<file path="src/switched_r6_ring_sum_assert.svh">
// Assertion macros shared by the ring-sum block.
// Expects clk and rst_n in the scope of each use.
`ifndef SWITCHED_R6_RING_SUM_ASSERT_SVH
`define SWITCHED_R6_RING_SUM_ASSERT_SVH

// same-cycle implication
`define RS6_ASSERT_NOW(label, ante, cons, msg) \
    label: assert property (@(posedge clk) disable iff (!rst_n) (ante) |-> (cons)) \
        else $error(msg);

// next-cycle implication
`define RS6_ASSERT_NEXT(label, ante, cons, msg) \
    label: assert property (@(posedge clk) disable iff (!rst_n) (ante) |=> (cons)) \
        else $error(msg);

`endif

</file>
<file path="src/rs6_pkg.sv">
// Shared constants, types and state codes of the switched r^-6 ring sum.
// No dependencies.
package rs6_pkg;

    localparam int COORD_FRAC_BITS = 12;

    localparam int COORD_W = 24;
    localparam int DIFF_W  = 25;
    localparam int R2_W    = 50;
    localparam int DIST_W  = 23;
    localparam int DSQ_W   = 46;
    localparam int NOISE_W = 17;
    localparam int SUM_W   = 48;
    localparam int CNT_W   = 3;
    localparam int MUL_W   = 32;
    localparam int PROD_W  = 2 * MUL_W;
    localparam int X_W     = 30;
    localparam int M_W     = 31;
    localparam int M3_W    = 33;
    localparam int Q_W     = 28;
    localparam int TREM_W  = 47;
    localparam int QREM_W  = 34;
    localparam int E_W     = 6;
    localparam int STEP_W  = 5;
    localparam int WIDE_W  = SUM_W + Q_W;

    localparam int TDIV_STEPS = 30;
    localparam int QDIV_STEPS = 28;

    localparam int QDEPTH = 4;
    localparam int QPTR_W = $clog2(QDEPTH);

    localparam logic signed [8:0] K_BASE = 9'(6 * COORD_FRAC_BITS - 2);

    localparam logic [SUM_W-1:0]   SUM_MAX = '1;
    localparam logic [CNT_W-1:0]   CNT_MAX = '1;
    localparam logic [NOISE_W-1:0] S16_ONE = NOISE_W'(65536);
    localparam logic [MUL_W-1:0]   ONE30   = MUL_W'(32'h4000_0000);
    localparam logic [E_W-1:0]     E_TOP   = E_W'(R2_W - 1);

    // register indexes on the config port
    typedef enum logic [1:0] {
        REG_GUARD  = 2'd0,
        REG_ONSET  = 2'd1,
        REG_CUTOFF = 2'd2,
        REG_NOISE  = 2'd3
    } cfg_idx_t;

    typedef struct packed {
        logic [DIST_W-1:0]  guard;
        logic [DIST_W-1:0]  onset;
        logic [DIST_W-1:0]  cutoff;
        logic [NOISE_W-1:0] noise;
    } cfg_t;

    // squared distance limits
    typedef struct packed {
        logic [DSQ_W-1:0] g2;
        logic [DSQ_W-1:0] on2;
        logic [DSQ_W-1:0] cut2;
    } dsq_t;

    typedef enum logic [1:0] {
        CLS_FULL,
        CLS_ZERO,
        CLS_TAPER
    } cls_t;

    typedef struct packed {
        logic [R2_W-1:0] r2;
        logic            pass;
        cls_t            cls;
        logic            last;
    } entry_t;

    typedef enum logic [3:0] {
        BK_IDLE,
        BK_TDIV,
        BK_TMUL1,
        BK_TMUL2,
        BK_EVAL,
        BK_NORM,
        BK_CUBE1,
        BK_CUBE2,
        BK_QDIV,
        BK_SCALE,
        BK_ACC
    } bk_state_t;

endpackage

</file>
<file path="src/rs6_queue.sv">
// Short queue of classified vertices between front and back.
// Depends on rs6_pkg.
module rs6_queue (
    input  logic            clk,
    input  logic            rst_n,
    input  logic            push,
    input  rs6_pkg::entry_t push_entry,
    output logic            full,
    input  logic            pop,
    output logic            head_vld,
    output rs6_pkg::entry_t head
);
    import rs6_pkg::*;

    entry_t             mem [QDEPTH];
    logic [QPTR_W-1:0]  wr_ptr_reg;
    logic [QPTR_W-1:0]  rd_ptr_reg;
    logic [QPTR_W:0]    count_reg;

    assign full     = (count_reg == (QPTR_W+1)'(QDEPTH));
    assign head_vld = (count_reg != '0);
    assign head     = mem[rd_ptr_reg];

    // storage
    always_ff @(posedge clk)
    begin
        if (push)
        begin
            mem[wr_ptr_reg] <= push_entry;
        end
    end

    // pointers and fill level
    always_ff @(posedge clk or negedge rst_n)
    begin
        if (!rst_n)
        begin
            wr_ptr_reg <= '0;
            rd_ptr_reg <= '0;
            count_reg  <= '0;
        end
        else
        begin
            if (push)
            begin
                wr_ptr_reg <= wr_ptr_reg + 1'b1;
            end
            if (pop)
            begin
                rd_ptr_reg <= rd_ptr_reg + 1'b1;
            end
            if (push && !pop)
            begin
                count_reg <= count_reg + 1'b1;
            end
            else if (pop && !push)
            begin
                count_reg <= count_reg - 1'b1;
            end
        end
    end
endmodule

</file>
<file path="config.mk">
export PLATFORM = sky130hd
export DESIGN_NAME = rs6_queue
export DESIGN_NICKNAME = d
export VERILOG_FILES = /design/src/switched_r6_ring_sum_assert.svh /design/src/rs6_pkg.sv /design/src/rs6_queue.sv
export SDC_FILE = /design/constraint.sdc
export NUM_CORES = 1
export LEC_CHECK = 0
export BUFFER_PORTS_ARGS = -buffer_cell sky130_fd_sc_hd__clkbuf_2
export CORE_MARGIN = 4
export CORE_UTILIZATION = 57
export DETAILED_ROUTE_END_ITERATION = 12
export PLACE_DENSITY = 0.79
export SYNTH_ARGS = -nofsm -noshare
export SYNTH_HDL_FRONTEND = slang
export SYNTH_SLANG_ARGS = --single-unit
</file>
<file path="constraint.sdc">
create_clock -name clk -period 3.42 [get_ports clk]
set_clock_uncertainty 0.2 [all_clocks]
set_input_delay 1.026 -clock clk [delete_from_list [all_inputs] [get_ports clk]]
set_output_delay 1.026 -clock clk [all_outputs]
set_load 0.005 [all_outputs]
</file>
==> results of run 1 <==
## synth_stat cells (all sizes together)
| cell | n | share of area, % |
|---|---|---|
| and2 | 4 | 0.31 |
| buf | 12 | 1.1 |
| dfrtp | 7 | 2.1 |
| edfxtp | 216 | 79 |
| fa | 1 | 0.24 |
| ha | 5 | 0.76 |
| inv | 4 | 0.18 |
| mux2 | 1 | 0.14 |
| mux4 | 54 | 15 |
| nand2 | 2 | 0.092 |
| nor2 | 1 | 0.046 |
| nor3b | 1 | 0.092 |
| o21ai | 1 | 0.061 |
| or3 | 1 | 0.076 |
| xnor2 | 2 | 0.21 |
| xor2 | 4 | 0.43 |
## worst min-delay path by stage
| stage | slack, ns | depth (start not counted) | endpoint |
|---|---|---|---|
| after floorplan | 0.25 | 1 | count_reg[2] |
| after global placement | 0.27 | 1 | count_reg[2] |
| after detailed placement | 0.27 | 1 | count_reg[2] |
| after CTS | 0.17 | 1 | rd_ptr_reg[0] |
| after global routing | 0.17 | 1 | count_reg[2] |
| final | 0.18 | 1 | wr_ptr_reg[0] |
## cell usage in the layout, fill, tap and decap left out
master and n:
buf_4 1, clkbuf_8 2, and2_2 4, mux4_2 54, o21ai_0 1, nor2_1 1
fa_1 1, clkinv_1 3, inv_1 4, dfrtp_1 5, mux2_2 1, clkinv_2 3
edfxtp_1 216, xnor2_1 2, or3_1 1, ha_1 5, dfrtp_2 1, xor2_1 4
buf_12 9, nor3b_1 1, dfrtp_4 1, clkbuf_1 9, clkbuf_16 23, clkbuf_2 113
nand2_1 2
## power groups by stage
stage | Sequential [W] | Combinational (W) | Clock [W]
finish | 0.00372 | 0.00225 | 0.00217
global route | 0.00376 | 0.00246 | 0.00234
CTS | 0.00373 | 0.00234 | 0.00223
detailed placement | 0.00378 | 0.00232 | 0
global placement | 0.00374 | 0.00230 | 0
floorplan | 0.00374 | 0.00143 | 0
## area by class of cell
cell class | instances | area share [%]
Inverter | 4 | 0.154
Tap cell | 180 | 2.31
Sequential cell | 223 | 68.4
Clock buffer | 34 | 6.53
Clock inverter | 6 | 0.270
Timing Repair Buffer | 123 | 7.73
Multi-Input combinational cell | 77 | 14.6
## worst max-delay path: cells and delay by family (launching register included)
kind	cells	cell delay [ns]
buf+inv	2	0.50
mux	1	0.58
flops	1	0.42
## cell families (layout without fill, tap and decap cells)
group                    count (synthesis)  count (layout)  share of synthesized area (%)
AO/OA/AOI/OAI                            1               1                         0.0611
XOR/XNOR                                 6               6                          0.642
adder cells (fa/ha/maj)                  6               6                           1.01
buffers and inverters                   16             167                           1.33
multiplexers                            55              55                           15.0
flip-flops                             223             223                           81.4
AND/OR/NAND/NOR                          9               9                          0.611
## through the flow
step | instance area [µm²] | total power [W] | worst slack (ns) | cells | util [%]
6_report | 9750 | 0.00814 | 0.202 | 647 | 69.7
5_1_grt | 9750 | 0.00856 | 0.118 | 647 | 69.7
4_1_cts | 9750 | 0.00829 | 0.147 | 647 | 69.7
3_5_place_dp | 9080 | 0.00610 | 0.701 | 607 | 64.9
3_3_place_gp | 9080 | 0.00604 | 0.712 | 607 | 64.9
2_1_floorplan | 8190 | 0.00517 | 0.493 | 316 | -
## per-layer routing
layer / vias to the layer above / GRT usage (%)
met5: - / 0
met4: 2 / 5.31
met3: 30 / 3.21
met2: 132 / 30.3
met1: 1907 / 23.2
li1: 1622 / -
==> results.json, run 1 <==
{
  "status": "finished, final reports clean",
  "relSlewSlack_pct": 63.2,
  "drcViolationCount": 0,
  "postCtsHoldBufs": 0,
  "cts-root-buf": "clkbuf_16",
  "dieWidth_um": 128,
  "grt_pass1_wl_um": 21900,
  "rows": 43,
  "finalCritPeriodShare_pct": 94.1,
  "insertedDiodeCount": 0,
  "synth_area_mm2": 0.00819,
  "dr_wl_met2_um": 7300,
  "synthDistinctLibCells": 18,
  "swShare_pct": 26.3,
  "tightest_slew_ns": 0.552,
  "synthCells": 316,
  "post-cts-setup-buffer-count": 0,
  "combPwrFrac_pct": 27.6,
  "cts_max_level": 1,
  "via_per_inst": 5.71,
  "coreArea_mm2": 0.0140,
  "dr.pass1.iters": 5,
  "first_global_vias": 4015,
  "synth_seq_cells": 223,
  "cts.clk_slew.worst_paths_ns": 0.06,
  "setup_violations": 0,
  "ios": 114,
  "grt_antenna_before_repair": 1,
  "clkPwrFrac_pct": 26.7,
  "crit_fanout": 19,
  "dp_hpwl_um": 8510,
  "die_area_mm2": 0.0163,
  "grt.overflow.total": 0,
  "wl_met3_um": 905,
  "fmax_ghz": 0.311,
  "reg2regPathDepth": 4,
  "fin_crit_ns": 3.22,
  "critPathCapture": "head[27]",
  "antenna_left": 0,
  "grt_use_total_pct": 17.6,
  "fin_setup_tns_ns": 0,
  "start_kind": "register",
  "drv_cap": 0,
  "start_util_pct": 58.5,
  "drv_slew": 0,
  "met1_length_um": 5350,
  "rsz0062_at_grt": "false",
  "min_path_type": "input pin to async pin",
  "largest_reg_flops": 216,
  "switchingPower_w": 0.00214,
  "cts_tree": "built",
  "crit_chain": "buf_4 > mux4_2 > clkbuf_2",
  "multi_input_area_mm2": 0.00142,
  "p_per_area_mw_per_mm2": 836,
  "clock_path_buffers": 3,
  "drive_gt1_share_pct": 45.4,
  "die_h_um": 128,
  "ff2ff_setup_slack_ns": 1.49,
  "cts_resized": 0,
  "worstSetupPathType": "register to output port",
  "rr_endpoint": "mem[0][9]",
  "filler_cell_count": 872,
  "irDropWorstVdd_uv": 506,
  "routabilityCongestion": 0.719,
  "seq_area_mm2": 0.00667,
  "areaGrowthSynthToFinish_pct": 19.0,
  "worstPathRequired_ns": 2.19,
  "synth_fp_nets": 380,
  "p_leak_nw": 3.40,
  "seqPwrFrac_pct": 45.7,
  "highest_layer": "met5",
  "slowest_stage": "mux4_2",
  "power.internal_w": 0.00600,
  "final_nets": 515,
  "drt_iter0_drc": 203,
  "critPathArrivalTime_ns": 1.99,
  "hold_viol": 0,
  "r2r-start": "wr_ptr_reg[0]",
  "cp-end-kind": "output port",
  "wl_um": 13900,
  "clock_sinks": 223,
  "avgSynthCellArea_um2": 25.9,
  "wl_per_cell_um": 21.6,
  "max_stage_delay_ns": 0.58,
  "yosysWarningCount": 0,
  "grt_max_degree": 56,
  "numCtsBuffers": 22,
  "portBuffers": 113,
  "critPathLaunch": "rd_ptr_reg[0]",
  "ys_seq_area_share_pct": 81.4,
  "num_vias": 3693,
  "insertion_delay_ns": 0.48,
  "hold_slack_ns": 0.175
}
No activity file was read; power rests on OpenSTA's default activity.
==> run 2, diff against run 1 <==
RECOVER_POWER = 50   (was not set)
==> run 2 against run 1 <==
Compared with the run above:
- sequential power hardly changed
- highest routed layer unchanged
- final cell count stayed put
- critical endpoint unchanged
- flip-flop and latch count stayed put
- first-iteration DRC count is 7.9% higher
==> results.json, run 2 (same netlist as run 1, synthesis figures left out) <==
{
  "status": "finished, final reports clean",
  "ff2ff_setup_slack_ns": 0.91,
  "fin_setup_tns_ns": 0,
  "fin_crit_ns": 3.21,
  "first_global_vias": 4015,
  "grt.overflow.total": 0,
  "post-cts-setup-buffer-count": 0,
  "grt_antenna_before_repair": 1,
  "worstPathRequired_ns": 2.19,
  "worstSetupPathType": "register to output port",
  "cts_tree": "built",
  "max_stage_delay_ns": 0.58,
  "insertion_delay_ns": 0.48,
  "critPathArrivalTime_ns": 1.98,
  "rsz0062_at_grt": "false",
  "cp-end-kind": "output port",
  "relSlewSlack_pct": 9.89,
  "cts_resized": 0,
  "min_path_type": "input pin to async pin",
  "rows": 43,
  "layout_common_cells": "edfxtp_1, clkbuf_1, clkbuf_2",
  "irDropWorstVdd_uv": 509,
  "antenna_left": 0,
  "ios": 114,
  "routabilityCongestion": 0.719,
  "dr.pass1.iters": 4,
  "die_h_um": 128,
  "drive_gt1_share_pct": 33.0,
  "drcViolationCount": 0,
  "mostFrequentLayoutCell": "edfxtp_1",
  "seqPwrFrac_pct": 45.7,
  "fmax_ghz": 0.312,
  "dp_hpwl_um": 8510,
  "layout.cells.non_filler": 647,
  "wl_per_cell_um": 21.6,
  "numCtsBuffers": 22,
  "die_area_mm2": 0.0163,
  "drv_slew": 0,
  "wl_um": 14000,
  "clock_sinks": 223,
  "portBuffers": 113,
  "cts_max_level": 1,
  "switchingPower_w": 0.00214,
  "grt_max_degree": 56,
  "insertedDiodeCount": 0,
  "swShare_pct": 26.3,
  "hold_viol": 0,
  "largest_reg_flops": 216,
  "dieWidth_um": 128,
  "clkPwrFrac_pct": 26.7,
  "clock_path_buffers": 3,
  "grt_use_total_pct": 17.6,
  "areaGrowthSynthToFinish_pct": 18.1,
  "start_kind": "register",
  "drt_iter0_drc": 219,
  "coreArea_mm2": 0.0140,
  "start_util_pct": 58.5,
  "dp.cells": 607,
  "p_per_area_mw_per_mm2": 841,
  "crit_chain": "buf_4 > mux4_2 > clkbuf_2",
  "via_per_inst": 5.70,
  "tightest_slew_ns": 1.35,
  "cts-root-buf": "clkbuf_16",
  "cts.clk_slew.worst_paths_ns": 0.06,
  "crit_fanout": 19,
  "final_nets": 515,
  "grt_pass1_wl_um": 21900,
  "drv_cap": 0,
  "setup_violations": 0,
  "power.internal_w": 0.00599,
  "slowest_stage": "mux4_2",
  "finalCritPeriodShare_pct": 93.8,
  "num_vias": 3690,
  "combPwrFrac_pct": 27.6,
  "p_leak_nw": 3.23,
  "postCtsHoldBufs": 0
}
run 2: power groups by stage:
stage | Combinational, W | Clock [W] | Sequential [W]
floorplan | 0.00143 | 0 | 0.00374
global placement | 0.00230 | 0 | 0.00374
detailed placement | 0.00232 | 0 | 0.00378
CTS | 0.00234 | 0.00223 | 0.00373
global route | 0.00245 | 0.00234 | 0.00376
finish | 0.00224 | 0.00217 | 0.00372
run 2: area by class of cell:
type / count / area (µm²)
sequential: 223 / 6670
fill: 894 / 4320
multi-input combinational: 77 / 1420
timing repair buffer: 123 / 683
clock buffer: 34 / 637
tap: 180 / 225
clock inverter: 6 / 26.3
inverter: 4 / 15.0
run 2: critical path: cells and delay by family (launching register included):
family	cells	cell delay, ns
buffers and inverters	2	0.49
DFF	1	0.42
muxes	1	0.58
run 2: metrics by stage:
stage	worst slack, ns	hold slack [ns]	cell area, µm²	total power [W]	util [%]
after floorplan	0.493	0.249	8190	0.00517	-
after global placement	0.712	0.267	9080	0.00604	64.9
after detailed placement	0.701	0.272	9080	0.00610	64.9
after CTS	0.147	0.166	9750	0.00829	69.7
after global routing	0.118	0.252	9670	0.00855	69.2
final	0.211	0.240	9670	0.00814	69.2
run 2: final timing paths:
path                            endpoint  cells past startpoint           from
max                             head[27]                      3  rd_ptr_reg[0]
min                        wr_ptr_reg[0]                      1          rst_n
max reg2reg                   mem[2][41]                      4  wr_ptr_reg[0]
min reg2reg                 count_reg[2]                      1   count_reg[2]
max in group asynchronous  rd_ptr_reg[0]                      1          rst_n
min in group clk            count_reg[2]                      1   count_reg[2]
run 2: metal layers:
metal	track usage [%]	share of wire, %	up-vias
met5	0	0.093	-
li1	-	-	1617
met1	23.2	39	1924
met2	30.3	52	117
met4	5.31	2.7	2
met3	3.21	5.6	30
