$ cat src/switched_r6_ring_sum_assert.svh
// Assertion macros shared by the ring-sum block.
// Expects clk and rst_n in the scope of each use.
`ifndef SWITCHED_R6_RING_SUM_ASSERT_SVH
`define SWITCHED_R6_RING_SUM_ASSERT_SVH

// same-cycle implication
`define RS6_ASSERT_NOW(label, ante, cons, msg) \
    label: assert property (@(posedge clk) disable iff (!rst_n) (ante) |-> (cons)) \
        else $error(msg);

// next-cycle implication
`define RS6_ASSERT_NEXT(label, ante, cons, msg) \
    label: assert property (@(posedge clk) disable iff (!rst_n) (ante) |=> (cons)) \
        else $error(msg);

`endif

$ cat src/rs6_pkg.sv
// Shared constants, types and state codes of the switched r^-6 ring sum.
// No dependencies.
package rs6_pkg;

    localparam int COORD_FRAC_BITS = 12;

    localparam int COORD_W = 24;
    localparam int DIFF_W  = 25;
    localparam int R2_W    = 50;
    localparam int DIST_W  = 23;
    localparam int DSQ_W   = 46;
    localparam int NOISE_W = 17;
    localparam int SUM_W   = 48;
    localparam int CNT_W   = 3;
    localparam int MUL_W   = 32;
    localparam int PROD_W  = 2 * MUL_W;
    localparam int X_W     = 30;
    localparam int M_W     = 31;
    localparam int M3_W    = 33;
    localparam int Q_W     = 28;
    localparam int TREM_W  = 47;
    localparam int QREM_W  = 34;
    localparam int E_W     = 6;
    localparam int STEP_W  = 5;
    localparam int WIDE_W  = SUM_W + Q_W;

    localparam int TDIV_STEPS = 30;
    localparam int QDIV_STEPS = 28;

    localparam int QDEPTH = 4;
    localparam int QPTR_W = $clog2(QDEPTH);

    localparam logic signed [8:0] K_BASE = 9'(6 * COORD_FRAC_BITS - 2);

    localparam logic [SUM_W-1:0]   SUM_MAX = '1;
    localparam logic [CNT_W-1:0]   CNT_MAX = '1;
    localparam logic [NOISE_W-1:0] S16_ONE = NOISE_W'(65536);
    localparam logic [MUL_W-1:0]   ONE30   = MUL_W'(32'h4000_0000);
    localparam logic [E_W-1:0]     E_TOP   = E_W'(R2_W - 1);

    // register indexes on the config port
    typedef enum logic [1:0] {
        REG_GUARD  = 2'd0,
        REG_ONSET  = 2'd1,
        REG_CUTOFF = 2'd2,
        REG_NOISE  = 2'd3
    } cfg_idx_t;

    typedef struct packed {
        logic [DIST_W-1:0]  guard;
        logic [DIST_W-1:0]  onset;
        logic [DIST_W-1:0]  cutoff;
        logic [NOISE_W-1:0] noise;
    } cfg_t;

    // squared distance limits
    typedef struct packed {
        logic [DSQ_W-1:0] g2;
        logic [DSQ_W-1:0] on2;
        logic [DSQ_W-1:0] cut2;
    } dsq_t;

    typedef enum logic [1:0] {
        CLS_FULL,
        CLS_ZERO,
        CLS_TAPER
    } cls_t;

    typedef struct packed {
        logic [R2_W-1:0] r2;
        logic            pass;
        cls_t            cls;
        logic            last;
    } entry_t;

    typedef enum logic [3:0] {
        BK_IDLE,
        BK_TDIV,
        BK_TMUL1,
        BK_TMUL2,
        BK_EVAL,
        BK_NORM,
        BK_CUBE1,
        BK_CUBE2,
        BK_QDIV,
        BK_SCALE,
        BK_ACC
    } bk_state_t;

endpackage

$ cat src/rs6_if.sv


interface rs6_out_if;
    logic        valid;
    logic        ready;
    logic [47:0] ring_sum;
    logic [2:0]  contact_count;

    modport source (output valid, ring_sum, contact_count, input ready);
    modport sink   (input valid, ring_sum, contact_count, output ready);
endinterface

$ cat src/rs6_back.sv
// Back end: taper, normalise, cube, divide and scale one vertex at a time on
// a shared multiplier, then accumulate and emit. Depends on rs6_pkg, rs6_if and the assertion header.
`include "switched_r6_ring_sum_assert.svh"

module rs6_back (
    input  logic               clk,
    input  logic               rst_n,
    input  logic               head_vld,
    input  rs6_pkg::entry_t    head,
    output logic               pop,
    input  rs6_pkg::dsq_t      dsq,
    input  logic [16:0]        noise,
    rs6_out_if.source          result_out
);
    import rs6_pkg::*;

    bk_state_t           state_reg, state_next;
    entry_t              ent_reg, ent_next;
    logic [TREM_W-1:0]   rem_reg, rem_next;
    logic [X_W-1:0]      quo_reg, quo_next;
    logic [STEP_W-1:0]   step_reg, step_next;
    logic [MUL_W-1:0]    op_reg, op_next;
    logic [NOISE_W-1:0]  s16_reg, s16_next;
    logic [R2_W-1:0]     sh_reg, sh_next;
    logic [E_W-1:0]      e_reg, e_next;
    logic [M3_W-1:0]     m3_reg, m3_next;
    logic [SUM_W-1:0]    v_reg, v_next;
    logic                inc_reg, inc_next;
    logic [SUM_W-1:0]    sum_reg, sum_next;
    logic [CNT_W-1:0]    cnt_reg, cnt_next;
    logic                out_vld_reg, out_vld_next;
    logic [SUM_W-1:0]    osum_reg, osum_next;
    logic [CNT_W-1:0]    ocnt_reg, ocnt_next;

    logic [DSQ_W-1:0]    den;
    logic [TREM_W-1:0]   t_sh;
    logic                t_ge;
    logic [QREM_W-1:0]   d_sh;
    logic                d_ge;
    logic [MUL_W-1:0]    mul_a, mul_b;
    logic [PROD_W-1:0]   prod;
    logic [M_W-1:0]      m_val;
    logic                keep;
    logic                emit_ok;
    logic [SUM_W-1:0]    scaled;
    logic [SUM_W:0]      sum_add;
    logic [SUM_W-1:0]    sum_sat;

    assign den     = dsq.cut2 - dsq.on2;
    assign t_sh    = {rem_reg[TREM_W-2:0], 1'b0};
    assign t_ge    = (t_sh >= TREM_W'(den));
    assign d_sh    = {rem_reg[QREM_W-2:0], 1'b0};
    assign d_ge    = (d_sh >= QREM_W'(m3_reg));
    assign m_val   = sh_reg[R2_W-1 -: M_W];
    assign keep    = ent_reg.pass && (s16_reg >= noise);
    assign emit_ok = !out_vld_reg || result_out.ready;
    assign pop     = (state_reg == BK_IDLE) && head_vld;

    assign sum_add = {1'b0, sum_reg} + {1'b0, v_reg};
    assign sum_sat = sum_add[SUM_W] ? SUM_MAX : sum_add[SUM_W-1:0];

    // shared multiplier operand select
    always_comb
    begin
        mul_a = '0;
        mul_b = '0;
        unique case (state_reg)
            BK_TMUL1:
            begin
                mul_a = ONE30 - MUL_W'(quo_reg);
                mul_b = ONE30 - MUL_W'(quo_reg);
            end
            BK_TMUL2:
            begin
                mul_a = op_reg;
                mul_b = ONE30 + {1'b0, quo_reg, 1'b0};
            end
            BK_CUBE1:
            begin
                mul_a = MUL_W'(m_val);
                mul_b = MUL_W'(m_val);
            end
            BK_CUBE2:
            begin
                mul_a = op_reg;
                mul_b = MUL_W'(m_val);
            end
            default:
            begin
                mul_a = '0;
                mul_b = '0;
            end
        endcase
    end
    assign prod = PROD_W'(mul_a) * PROD_W'(mul_b);

    // final scale by 2^k, k = K_BASE - 3e
    always_comb
    begin
        logic [7:0]          e3;
        logic signed [8:0]   k;
        logic [8:0]          nk;
        logic [WIDE_W-1:0]   wide;
        e3     = {2'b00, e_reg} + {1'b0, e_reg, 1'b0};
        k      = K_BASE - $signed({1'b0, e3});
        nk     = 9'(-k);
        wide   = WIDE_W'(quo_reg[Q_W-1:0]) << k[6:0];
        scaled = '0;
        if (k < 0)
        begin
            if (nk >= 9'(Q_W))
            begin
                scaled = '0;
            end
            else
            begin
                scaled = SUM_W'(quo_reg[Q_W-1:0] >> nk);
            end
        end
        else if (k >= 9'(SUM_W))
        begin
            scaled = SUM_MAX;
        end
        else if (wide[WIDE_W-1:SUM_W] != '0)
        begin
            scaled = SUM_MAX;
        end
        else
        begin
            scaled = wide[SUM_W-1:0];
        end
    end

    // next state
    always_comb
    begin
        state_next = state_reg;
        unique case (state_reg)
            BK_IDLE:
            begin
                if (head_vld)
                begin
                    state_next = (head.pass && head.cls == CLS_TAPER) ? BK_TDIV : BK_EVAL;
                end
            end
            BK_TDIV:
            begin
                if (step_reg == STEP_W'(TDIV_STEPS - 1))
                begin
                    state_next = BK_TMUL1;
                end
            end
            BK_TMUL1: state_next = BK_TMUL2;
            BK_TMUL2: state_next = BK_EVAL;
            BK_EVAL:
            begin
                if (keep && s16_reg != '0 && ent_reg.r2 != '0)
                begin
                    state_next = BK_NORM;
                end
                else
                begin
                    state_next = BK_ACC;
                end
            end
            BK_NORM:
            begin
                if (sh_reg[R2_W-1])
                begin
                    state_next = BK_CUBE1;
                end
            end
            BK_CUBE1: state_next = BK_CUBE2;
            BK_CUBE2: state_next = BK_QDIV;
            BK_QDIV:
            begin
                if (step_reg == STEP_W'(QDIV_STEPS - 1))
                begin
                    state_next = BK_SCALE;
                end
            end
            BK_SCALE: state_next = BK_ACC;
            BK_ACC:
            begin
                if (!ent_reg.last || emit_ok)
                begin
                    state_next = BK_IDLE;
                end
            end
            default:  state_next = BK_IDLE;
        endcase
    end

    // datapath and outputs
    always_comb
    begin
        ent_next     = ent_reg;
        rem_next     = rem_reg;
        quo_next     = quo_reg;
        step_next    = step_reg;
        op_next      = op_reg;
        s16_next     = s16_reg;
        sh_next      = sh_reg;
        e_next       = e_reg;
        m3_next      = m3_reg;
        v_next       = v_reg;
        inc_next     = inc_reg;
        sum_next     = sum_reg;
        cnt_next     = cnt_reg;
        osum_next    = osum_reg;
        ocnt_next    = ocnt_reg;
        out_vld_next = out_vld_reg && !result_out.ready;
        unique case (state_reg)
            BK_IDLE:
            begin
                ent_next  = head;
                rem_next  = TREM_W'(head.r2 - R2_W'(dsq.on2));
                quo_next  = '0;
                step_next = '0;
                s16_next  = (head.cls == CLS_FULL) ? S16_ONE : '0;
            end
            BK_TDIV:
            begin
                rem_next  = t_ge ? (t_sh - TREM_W'(den)) : t_sh;
                quo_next  = {quo_reg[X_W-2:0], t_ge};
                step_next = step_reg + 1'b1;
            end
            BK_TMUL1:
            begin
                op_next = prod[61:30];
            end
            BK_TMUL2:
            begin
                s16_next = prod[60:44];
            end
            BK_EVAL:
            begin
                inc_next = keep;
                sh_next  = ent_reg.r2;
                e_next   = E_TOP;
                if (keep && s16_reg != '0 && ent_reg.r2 == '0)
                begin
                    v_next = SUM_MAX;
                end
                else
                begin
                    v_next = '0;
                end
            end
            BK_NORM:
            begin
                if (!sh_reg[R2_W-1])
                begin
                    sh_next = {sh_reg[R2_W-2:0], 1'b0};
                    e_next  = e_reg - 1'b1;
                end
            end
            BK_CUBE1:
            begin
                op_next = prod[61:30];
            end
            BK_CUBE2:
            begin
                m3_next   = prod[62:30];
                rem_next  = TREM_W'(s16_reg) << 12;
                quo_next  = '0;
                step_next = '0;
            end
            BK_QDIV:
            begin
                rem_next  = TREM_W'(d_ge ? (d_sh - QREM_W'(m3_reg)) : d_sh);
                quo_next  = {quo_reg[X_W-2:0], d_ge};
                step_next = step_reg + 1'b1;
            end
            BK_SCALE:
            begin
                v_next = scaled;
            end
            BK_ACC:
            begin
                if (!ent_reg.last)
                begin
                    sum_next = sum_sat;
                    if (inc_reg && cnt_reg != CNT_MAX)
                    begin
                        cnt_next = cnt_reg + 1'b1;
                    end
                end
                else if (emit_ok)
                begin
                    osum_next    = sum_sat;
                    ocnt_next    = (inc_reg && cnt_reg != CNT_MAX) ? cnt_reg + 1'b1 : cnt_reg;
                    out_vld_next = 1'b1;
                    sum_next     = '0;
                    cnt_next     = '0;
                end
            end
            default:
            begin
                ent_next = ent_reg;
            end
        endcase
    end

    // payload registers
    always_ff @(posedge clk)
    begin
        if (pop || state_reg != BK_IDLE)
        begin
            ent_reg  <= ent_next;
            rem_reg  <= rem_next;
            quo_reg  <= quo_next;
            step_reg <= step_next;
            op_reg   <= op_next;
            s16_reg  <= s16_next;
            sh_reg   <= sh_next;
            e_reg    <= e_next;
            m3_reg   <= m3_next;
            v_reg    <= v_next;
            inc_reg  <= inc_next;
        end
        osum_reg <= osum_next;
        ocnt_reg <= ocnt_next;
    end

    // control and running state
    always_ff @(posedge clk or negedge rst_n)
    begin
        if (!rst_n)
        begin
            state_reg   <= BK_IDLE;
            sum_reg     <= '0;
            cnt_reg     <= '0;
            out_vld_reg <= 1'b0;
        end
        else
        begin
            state_reg   <= state_next;
            sum_reg     <= sum_next;
            cnt_reg     <= cnt_next;
            out_vld_reg <= out_vld_next;
        end
    end

    assign result_out.valid         = out_vld_reg;
    assign result_out.ring_sum      = osum_reg;
    assign result_out.contact_count = ocnt_reg;

    `RS6_ASSERT_NOW(a_taper_cap, state_reg == BK_EVAL, s16_reg <= S16_ONE, "taper above one")
    `RS6_ASSERT_NOW(a_norm_lead, state_reg == BK_CUBE1, sh_reg[R2_W-1], "mantissa not normalised")
    `RS6_ASSERT_NOW(a_m3_floor, state_reg == BK_QDIV, m3_reg[M3_W-1:30] != '0, "cube below 2^30")
    `RS6_ASSERT_NEXT(a_ring_clear, state_reg == BK_ACC && ent_reg.last && emit_ok, sum_reg == '0 && cnt_reg == '0 && out_vld_reg, "ring not cleared on emit")
endmodule

$ cat src/flat_wrapper.sv
// flat-port wrapper written by rule: the top's interface ports become plain ports
module rs6_back_flat import rs6_pkg::*;
  (clk, rst_n, head_vld, head, pop, dsq, noise, result_out_valid, result_out_ring_sum, result_out_contact_count, result_out_ready);
  rs6_out_if result_out_i ();
  input  logic clk;
  input  logic rst_n;
  input  logic head_vld;
  input  rs6_pkg::entry_t head;
  output logic pop;
  input  rs6_pkg::dsq_t dsq;
  input  logic [16:0] noise;
  output wire logic [$bits(result_out_i.valid)-1:0] result_out_valid;
  output wire logic [$bits(result_out_i.ring_sum)-1:0] result_out_ring_sum;
  output wire logic [$bits(result_out_i.contact_count)-1:0] result_out_contact_count;
  input wire logic [$bits(result_out_i.ready)-1:0] result_out_ready;
  assign result_out_valid = result_out_i.valid;
  assign result_out_ring_sum = result_out_i.ring_sum;
  assign result_out_contact_count = result_out_i.contact_count;
  assign result_out_i.ready = result_out_ready;
  rs6_back u_core (.clk(clk), .rst_n(rst_n), .head_vld(head_vld), .head(head), .pop(pop), .dsq(dsq), .noise(noise), .result_out(result_out_i));
endmodule
$ cat config.mk
export PLATFORM = sky130hd
export DESIGN_NAME = rs6_back_flat
export DESIGN_NICKNAME = d
export VERILOG_FILES = /design/src/rs6_pkg.sv /design/src/rs6_if.sv /design/src/rs6_back.sv /design/src/flat_wrapper.sv
export VERILOG_INCLUDE_DIRS = /design/src /design/src/src
export SDC_FILE = /design/constraint.sdc
export NUM_CORES = 2
export LEC_CHECK = 0
export ABC_AREA = 1
export BUFFER_PORTS_ARGS = -buffer_cell sky130_fd_sc_hd__buf_2
export CAP_MARGIN = 20
export CORE_MARGIN = 4
export CORE_UTILIZATION = 59
export DETAILED_ROUTE_END_ITERATION = 12
export PLACE_DENSITY = 0.8
export SYNTH_ARGS = -nofsm -noshare
export SYNTH_HDL_FRONTEND = slang
export SYNTH_SLANG_ARGS = --single-unit
$ cat constraint.sdc
create_clock -name clk -period 8.6 [get_ports clk]
set_clock_uncertainty 0.2 [all_clocks]
set_input_delay 0 -clock clk [delete_from_list [all_inputs] [get_ports clk]]
set_output_delay 0 -clock clk [all_outputs]
set_load 0.02 [all_outputs]
==> metrics.md <==
| Metric | Value |
|---|---|
| Start-to-end type of the worst setup path | reg2reg |
| Post-route clock period utilization | 108% |
| RSZ-0062 raised after global routing | yes |
| Unique cell type count in the Yosys netlist | 63 |
| Drt drc | 0 |
| Placeable core area | 118000 um^2 |
| Utilization of the core after routing | 72.3% |
| CTS sink cnt | 427 |
| Delay of the slowest critical-path stage | 0.59 ns |
| CTS tree | done |
| Height of the die | 353 um |
| Initial antenna violation count | 9 |
| Fraction of final layout cells with drive strength greater than 1 | 18.0% |
| Setup Slack @ Placement | -0.787 ns |
| Initial core utilization | 59.5% |
| Number of cell rows | 126 |
| Routed Antenna Nets | 0 |
| Most frequently used flop master after synthesis | edfxtp_1 |
| Hold violation count in the final report | 0 |
| Static leakage power | 42.1 nW |
| Router iterations before antenna repair | 7 |
| Cell types occupying the most area after synthesis | fa_1 (26%), edfxtp_1 (16%), nand2_1 (11%) |
| Layout overhead on the synthesized area | 21.4% |
| Overall via count from detail_route | 72000 |
| Global placer's final weighted congestion | 1.11 |
| Design Power | 27.9 mW |
| Achievable Freq | 108 MHz |
| Synth top area share | 25.6% |
| Overall routed net length | 289 mm |
| Hold Worst Slack | 0.0253 ns |
| Post-Syn Area per Cell | 7.48 um^2 |
| Worst Path Max Fanout | 8 |
| Largest net degree at the start of global routing | 57 |
| Total number of nets in the final design | 11900 |
| Flop and latch count out of synthesis | 427 |
| Total congestion overflow | 0 |
| H-tree level count | 2 |
| Flip-flop count of the largest register after layout | 52 |
| Worst rel slew slack | 28.2% |
| Post-synth ARST share | 13.1% |
| Netlist area before placement | 70400 um^2 |
| Final Max Slew Viols | 0 |
| Cell taking the most area after synthesis | fa_1 |
| Total half-perimeter wirelength after legalization and detailed placement | 234 mm |
| Data arrival time of the critical path | 9.45 ns |
| Count of port buffers added during placement | 219 |
| Commonest cells after routing, fill and taps aside | nand2_1 (1882), inv_1 (1768), nor2_1 (877), fa_1 (839), buf_4 (631) |
| Max Cap Viol | 0 |
| Number of standard cells in the layout, taps in and fillers out | 11800 |
| Area of the die | 125000 um^2 |
| Slowest stage cell, crit path | fa_1 |
| Pwr/cell area | 326 nW/um^2 |
| Result of the run | finished with violations |
| Number of enable flip-flop cells after synthesis | 371 |
| Number of I/O pins | 266 |
| Crit. End Element | flop |
| Die outline width | 353 um |
| Synthesized instance count | 9411 |
| TritonCTS buffer count | 45 |
| Sequential area share after synthesis | 17.8% |
| Failing checks | negative setup slack |
| Tightest Pin Transition | 1.07 ns |
| Final Instance Area | 85400 um^2 |
| Drt wl/cell | 24.4 um |
| Post-synth net total | 11000 |
| Cell area after placement | 78000 um^2 |
| Most frequent CP cell | fa_1 |
| Class of the tightest hold or removal check | in2reg |
| Worst Slack Setup Final | -0.686 ns |
| Total global-route track usage | 45.1% |
| Worst-path clk slew | 0.06 ns |
| Setup violations, final | 82 |
| Iteration-0 DRC count of the detailed router | 9003 |
| Category of the worst setup path launch point | flop |
| Maximum buffer depth of the clock tree | 3 |
| Yosys Warn Count | 0 |
| Clock root buffer | clkbuf_16 |
| Most common library cell in the layout ignoring fill and taps | nand2_1 |
| Setup TNS | -39.82 ns |
| Routed via count divided by cell count | 6.08 |
| Required time at the endpoint of the critical path | 8.76 ns |
| Vias in the first global route | 71700 |
| Global-route wire length before repair | 429 mm |
| Post-layout minimum cycle time | 9.29 ns |
| Clock latency at the later pin of the worst-skew pair | 0.63 ns |
| Largest voltage drop on the vdd net | 0.301 mV |
| Placed cell count | 11500 |
[layer usage]
metal | track usage, % | share of wire [%]
met1 | 57.3 | 36
met5 | 0 | 0.024
met4 | 28.2 | 8.4
met3 | 12.7 | 13
met2 | 68.4 | 43
[worst paths after layout]
check                                                from                              end  slack [ns]  cells past startpoint
max                           u_core.quo_reg[1]$_DFFE_PP_      u_core.m3_reg[25]$_DFFE_PP_       -0.69                     42
min                                              head[44]     u_core.ent_reg[44]$_DFFE_PP_        0.03                      2
max reg2reg                   u_core.quo_reg[1]$_DFFE_PP_      u_core.m3_reg[25]$_DFFE_PP_       -0.69                     42
min reg2reg                u_core.sum_reg[33]$_DFFE_PN0P_   u_core.sum_reg[33]$_DFFE_PN0P_        0.29                      2
max in group asynchronous                           rst_n  u_core.state_reg[0]$_DFFE_PN0P_        7.10                      4
min in group asynchronous                           rst_n   u_core.sum_reg[31]$_DFFE_PN0P_        0.50                      4
[final cells by class]
class	count	area, um^2
clock buffer	60	1250
inverter	1899	7210
antenna	8	20.0
fill	8985	32800
timing repair buffer	1120	9540
clock inverter	22	319
sequential	427	12500
tap	1536	1920
multi-input combinational	6772	52600
[power breakdown]
part           switching [mW]  internal [mW]
clock network           0.895           1.22
logic                    13.9           7.93
registers               0.567           3.36
[worst max-delay path, delay by kind of cell, from the launching register on]
family,cells,cell delay [ns]
fa+ha+maj,9,4.32
simple gates,18,2.20
buf+inv,9,0.98
compound gates,5,0.68
flops,1,0.43
xor+xnor,1,0.17
[logic make-up (layout without fill, tap and decap cells)]
group	after synthesis	after routing	share of synthesized area, %
flops	427	427	17.8
fa+ha+maj	1406	1406	34.6
xor+xnor	183	183	2.28
other cells	0	8	0
compound gates	1253	1253	10.1
simple gates	3930	3930	23.1
buf+inv	2212	3101	12.0
[synthesized netlist by cell type (111+ instances only)]
cell	number
nand4_1	137
o21ai_0	365
nand2_1	2020
xor2_1	111
fa_1	900
nand3_1	546
nor2_1	1023
inv_1	1862
a21oi_1	493
edfxtp_1	371
clkbuf_1	193
ha_1	506
[timing repair]
| item | in CTS | in global routing |
|---|---|---|
| endpoints found under the hold margin | 128 | 0 |
| endpoints found under the setup margin | 82 | 82 |
| buffers inserted | 78 | 48 |
| hold buffers | 98 | 0 |
| pin swaps | 241 | 210 |
| gates resized for setup | 699 | 342 |
| gates cloned | 2 | 0 |
(Power assumes the default switching activity.)
